$ cat config.mk
export PLATFORM = sky130hd
export DESIGN_NAME = dfawr_ctrl
export DESIGN_NICKNAME = d
export VERILOG_FILES = /design/src/dfa_word_recognizer_unit_defines.svh /design/src/dfawr_pkg.sv /design/src/dfawr_ctrl.sv
export SDC_FILE = /design/constraint.sdc
export NUM_CORES = 1
export LEC_CHECK = 0
export BUFFER_PORTS_ARGS = -buffer_cell sky130_fd_sc_hd__clkbuf_2
export CELL_PAD_IN_SITES_DETAIL_PLACEMENT = 2
export CELL_PAD_IN_SITES_GLOBAL_PLACEMENT = 2
export CORE_AREA = 3 3 40 42
export DETAILED_ROUTE_END_ITERATION = 16
export DIE_AREA = 0 0 43 45
export GPL_TIMING_DRIVEN = 0
export PLACE_DENSITY = 0.56
export SLEW_MARGIN = 20
export SYNTH_ARGS = -nofsm -noshare
export SYNTH_HDL_FRONTEND = slang
export SYNTH_SLANG_ARGS = --single-unit
$ cat constraint.sdc
create_clock -name i_clk -period 1.5 [get_ports i_clk]
set_input_delay 0.45 -clock i_clk [delete_from_list [all_inputs] [get_ports i_clk]]
set_output_delay 0.45 -clock i_clk [all_outputs]
set_load 0.02 [all_outputs]
$ cat src/dfa_word_recognizer_unit_defines.svh
// ----------------------------------------------------------------------------
// dfa word recognizer assertion macros
// shared assertion forms for the recognizer top level
// ----------------------------------------------------------------------------
`ifndef DFA_WORD_RECOGNIZER_UNIT_DEFINES_SVH
`define DFA_WORD_RECOGNIZER_UNIT_DEFINES_SVH

// same-cycle implication, checked out of reset
`define DFAWR_ASSERT_NOW(label, clk, rst_n, ante, cons, msg) \
    label: assert property (@(posedge clk) disable iff (!rst_n) (ante) |-> (cons)) \
        else $error(msg);

// next-cycle implication, checked out of reset
`define DFAWR_ASSERT_NEXT(label, clk, rst_n, ante, cons, msg) \
    label: assert property (@(posedge clk) disable iff (!rst_n) (ante) |=> (cons)) \
        else $error(msg);

`endif

$ cat src/dfawr_pkg.sv
// ----------------------------------------------------------------------------
// dfa word recognizer package
// shared constants, operation codes and control/status types
// ----------------------------------------------------------------------------
package dfawr_pkg;

    localparam int MAX_STATES   = 16;
    localparam int NUM_EVENTS   = 256;
    localparam int STATE_W      = 4;
    localparam int EVENT_W      = 8;
    localparam int ADDR_W       = STATE_W + EVENT_W;
    localparam int TABLE_DEPTH  = MAX_STATES * NUM_EVENTS;
    localparam int NUM_STATES_W = 5;
    localparam int OP_W         = 2;

    localparam logic [NUM_STATES_W-1:0] NUM_STATES_RESET = NUM_STATES_W'(MAX_STATES);
    localparam logic [NUM_STATES_W-1:0] NUM_STATES_MAX   = NUM_STATES_W'(MAX_STATES);

    localparam logic [OP_W-1:0] OP_CLEAR  = 2'd0;
    localparam logic [OP_W-1:0] OP_ADD    = 2'd1;
    localparam logic [OP_W-1:0] OP_SYMBOL = 2'd2;
    localparam logic [OP_W-1:0] OP_END    = 2'd3;

    typedef struct packed {
        logic               valid;
        logic [STATE_W-1:0] dest;
    } t_entry;

    typedef struct packed {
        logic accept;
        logic look;
        logic sweep;
        logic cfg_we;
    } t_cmd;

    typedef struct packed {
        logic sweep_last;
        logic word_dead;
        logic out_busy;
    } t_sts;

endpackage

$ cat src/dfawr_ctrl.sv
// ----------------------------------------------------------------------------
// dfa word recognizer controller
// sequences table clearing, table lookups and input flow control
// ----------------------------------------------------------------------------
module dfawr_ctrl (
    input  logic                      i_clk,
    input  logic                      i_rst_n,
    input  logic                      i_in_valid,
    input  logic [dfawr_pkg::OP_W-1:0] i_operation,
    input  logic                      i_cfg_valid,
    input  logic                      i_out_stall,
    input  dfawr_pkg::t_sts           i_sts,
    output logic                      o_in_stall,
    output dfawr_pkg::t_cmd           o_cmd
);
    import dfawr_pkg::*;

    localparam logic [1:0] ST_CLEAR = 2'd0;
    localparam logic [1:0] ST_IDLE  = 2'd1;
    localparam logic [1:0] ST_LOOK  = 2'd2;

    logic [1:0] r_state;
    logic [1:0] n_state;
    logic       stall;
    logic       accept;

    always_comb begin
        stall  = (r_state != ST_IDLE) ||
                 ((i_operation == OP_END) && i_sts.out_busy && i_out_stall);
        accept = i_in_valid && !stall;
    end

    assign o_in_stall   = stall;
    assign o_cmd.accept = accept;
    assign o_cmd.look   = (r_state == ST_LOOK);
    assign o_cmd.sweep  = (r_state == ST_CLEAR) && !i_cfg_valid;
    assign o_cmd.cfg_we = i_cfg_valid;

    always_comb begin
        n_state = r_state;
        priority if (i_cfg_valid) begin
            n_state = ST_CLEAR;
        end else begin
            unique case (r_state)
                ST_CLEAR: begin
                    if (i_sts.sweep_last) begin
                        n_state = ST_IDLE;
                    end
                end
                ST_IDLE: begin
                    if (accept) begin
                        unique case (i_operation)
                            OP_CLEAR:  n_state = ST_CLEAR;
                            OP_ADD:    n_state = ST_LOOK;
                            OP_SYMBOL: n_state = i_sts.word_dead ? ST_IDLE : ST_LOOK;
                            OP_END:    n_state = ST_IDLE;
                            default:   n_state = ST_IDLE;
                        endcase
                    end
                end
                ST_LOOK: n_state = ST_IDLE;
                default: n_state = ST_CLEAR;
            endcase
        end
    end

    always_ff @(posedge i_clk) begin
        if (!i_rst_n) begin
            r_state <= ST_CLEAR;
        end else begin
            r_state <= n_state;
        end
    end

endmodule

==> load_flow_metrics.sql <==
INSERT INTO impl_metrics (metric_group, metric, value, unit) VALUES
('critical_path', 'critical_path_buf_inv_count', '2', ''),
('pwr', 'vdd.ir_drop.worst', '0.000295', 'V'),
('timing', 'grt_setup_unrepaired', 'yes', ''),
('route', 'drt_iter0_drc', '0', ''),
('cells_and_area', 'largest_register_ff_count', '2', ''),
('pwr', 'p_sw_share', '23.7', '%'),
('global_route', 'first_global_vias', '233', ''),
('cells_and_area', 'seq_area', '42.5', 'um^2'),
('route', 'firstDrtPassIters', '1', ''),
('placement', 'gp_congestion', '0.669', ''),
('cells_and_area', 'antenna_cells', '0', ''),
('clock_tree', 'cts_max_level', '1', ''),
('cells_and_area', 'largest_register', 'r_state', ''),
('placement', 'place.port_buffers', '14', ''),
('critical_path', 'critical_path_peak_fanout', '2', ''),
('synth', 'netlist_top_cells_count', '2 x sky130_fd_sc_hd__and2_1, 2 x sky130_fd_sc_hd__buf_4, 2 x sky130_fd_sc_hd__dfxtp_1, 2 x sky130_fd_sc_hd__nor3_1', ''),
('critical_path', 'crit_arrival', '1.03', 'ns'),
('floorplanning', 'floorplan.core_area', '0.00128', 'mm^2'),
('route', 'count_of_nets_left_with_antenna_violations_after_detail_routing', '0', ''),
('pwr', 'p_sw', '0.0000552', 'W'),
('pwr', 'clkPwrFrac', '50.1', '%'),
('timing', 'final.min_clock_period', '1.48', 'ns'),
('route', 'detailroute.via_count', '217', ''),
('critical_path', 'slowest_stage', 'sky130_fd_sc_hd__and4b_2', ''),
('global_route', 'grt_start_max_net_pins', '8', ''),
('pwr', 'share_of_power_burned_in_registers', '24.8', '%'),
('run_status', 'status', 'completed', ''),
('timing', 'tns', '0', 'ns'),
('floorplanning', 'ioPinCount', '15', ''),
('clock_tree', 'clock_sink_count', '2', ''),
('timing', 'timing.slew.headroom', '83.0', '%'),
('route', 'detail_route.wl_per_cell', '12.6', 'um'),
('clock_tree', 'clock_path_buffers', '2', ''),
('pwr', 'cell_internal_pwr', '0.000177', 'W'),
('timing', 'final_setup_slack_of_the_worst_path', '0.0213', 'ns'),
('clock_tree', 'root_buffer_cell', 'sky130_fd_sc_hd__clkbuf_4', ''),
('clock_tree', 'cts_tree', 'yes', ''),
('global_route', 'grt_overflow_total', '0', ''),
('timing', 'setup_violations', '0', ''),
('floorplanning', 'floorplan.initialDensity', '13.0', '%'),
('synth', 'synth-async-reset-ratio', '0', '%'),
('critical_path', 'critical_path_class', 'in -> out', ''),
('timing', 'timing.clock.skew', '0.00250', 'ns'),
('critical_path', 'worst_path_largest_cell_delay', '0.28', 'ns'),
('synth', 'post-synth-top-area-fraction', '24.1', '%'),
('cells_and_area', 'filler_cell_count', '149', ''),
('cells_and_area', 'multiInputGateArea', '111', 'um^2'),
('floorplanning', 'die_area', '0.00194', 'mm^2'),
('synth', 'ys_seq_area_share', '24.1', '%'),
('synth', 'yosys_register_bits', '2', ''),
('timing', 'max_slew.worst_pin.slew', '0.254', 'ns'),
('pwr', 'power.density', '705', 'mW/mm^2'),
('route', 'routed_via_density', '4.17', ''),
('critical_path', 'worstSetupEndpointType', 'output port', ''),
('synth', 'postSynthAreaPerCell', '8.76', 'um^2'),
('placement', 'pre_cts_ws', '-0.161', 'ns'),
('pwr', 'p_leak', '0.157', 'nW'),
('critical_path', 'cp_top_family', 'simple AND/OR/NAND/NOR gates', ''),
('floorplanning', 'std_cell_rows', '13', ''),
('cells_and_area', 'area_growth_syn_to_layout', '98.5', '%'),
('route', 'drt_wl_total', '655', 'um'),
('synth', 'total_standard_cell_area_after_synthesis', '166', 'um^2'),
('global_route', 'number_of_antenna_violations_at_the_first_check_in_global_routing', '0', ''),
('route', 'post-route-drc-count', '0', ''),
('floorplanning', 'floorplan.die.width', '43', 'um'),
('timing', 'timing.final.hold_violations', '0', ''),
('placement', 'placed_area', '255', 'um^2'),
('synth', 'synth.largest_area_cell', 'sky130_fd_sc_hd__dfxtp_1', ''),
('run', 'maxCapViolations', '0', ''),
('critical_path', 'worst-r2r-setup-slack', '0.60', 'ns'),
('timing', 'final_max_slew_viol_count', '0', '');
-- cell usage in the layout, fill, tap and decap left out, types with 2 or more instances in the layout --
master	n
sky130_fd_sc_hd__dfxtp_2	2
sky130_fd_sc_hd__clkbuf_2	9
sky130_fd_sc_hd__clkbuf_4	3
sky130_fd_sc_hd__buf_6	2
sky130_fd_sc_hd__buf_4	3
sky130_fd_sc_hd__nor3_1	2
sky130_fd_sc_hd__buf_8	3
sky130_fd_sc_hd__and2_1	2
-- what timing repair did --
item / in CTS / in global routing
endpoints found under the setup margin: 1 / 2
resized for setup: 5 / 6
setup buffers: 2 / 0
pin swaps: 2 / 2
hold buffers: 0 / 0
-- cells by family after synthesis --
kind of cell / share of synthesized area (%)
AOI/OAI and AO/OA: 18.8
and+or+nand+nor: 48.1
DFF: 24.1
buffers and inverters: 9.02
-- through the flow --
stage / hold slack (ns) / std cells / power [W] / util (%)
floorplan: 0.576 / 19 / 0.0000799 / -
global placement: 0.638 / 48 / 0.000102 / 19.9
detailed placement: 0.666 / 48 / 0.000104 / 19.9
CTS: 0.486 / 52 / 0.000237 / 24.3
global route: 0.483 / 52 / 0.000255 / 25.7
finish: 0.492 / 52 / 0.000233 / 25.7
-- power groups by stage --
stage	combinational, W	sequential [W]	clock [W]
6_report	0.0000584	0.0000577	0.000117
2_1_floorplan	0.0000226	0.0000573	0
3_3_place_gp	0.0000437	0.0000579	0
5_1_grt	0.0000627	0.0000582	0.000134
4_1_cts	0.0000539	0.0000575	0.000125
3_5_place_dp	0.0000455	0.0000583	0
-- layer usage --
layer | part of all wire, % | wire length, um | vias to the layer above | track usage, %
met2 | 48 | 313 | 11 | 11.4
met5 | 0 | 0 | - | 0
met1 | 41 | 270 | 96 | 8.15
met4 | 1.8 | 12 | 0 | 7.23
met3 | 8.9 | 58 | 2 | 3.98
li1 | - | - | 108 | -
-- final cells by class --
class,instances,area share [%]
Timing Repair Buffer,16,38.6
Tap cell,15,5.68
Buffer,1,2.27
Multi-Input combinational cell,15,33.7
Clock buffer,3,6.82
Sequential cell,2,12.9
-- path summary, 6_finish.rpt --
path                     from         end  cells after the start
setup / recovery  i_out_stall    o_cmd[3]                      4
hold / removal        i_rst_n  r_state[1]                      2
setup reg to reg   r_state[0]  r_state[0]                      2
hold reg to reg    r_state[1]  r_state[1]                      2
Note: power is estimated with default switching activity, not from simulation.
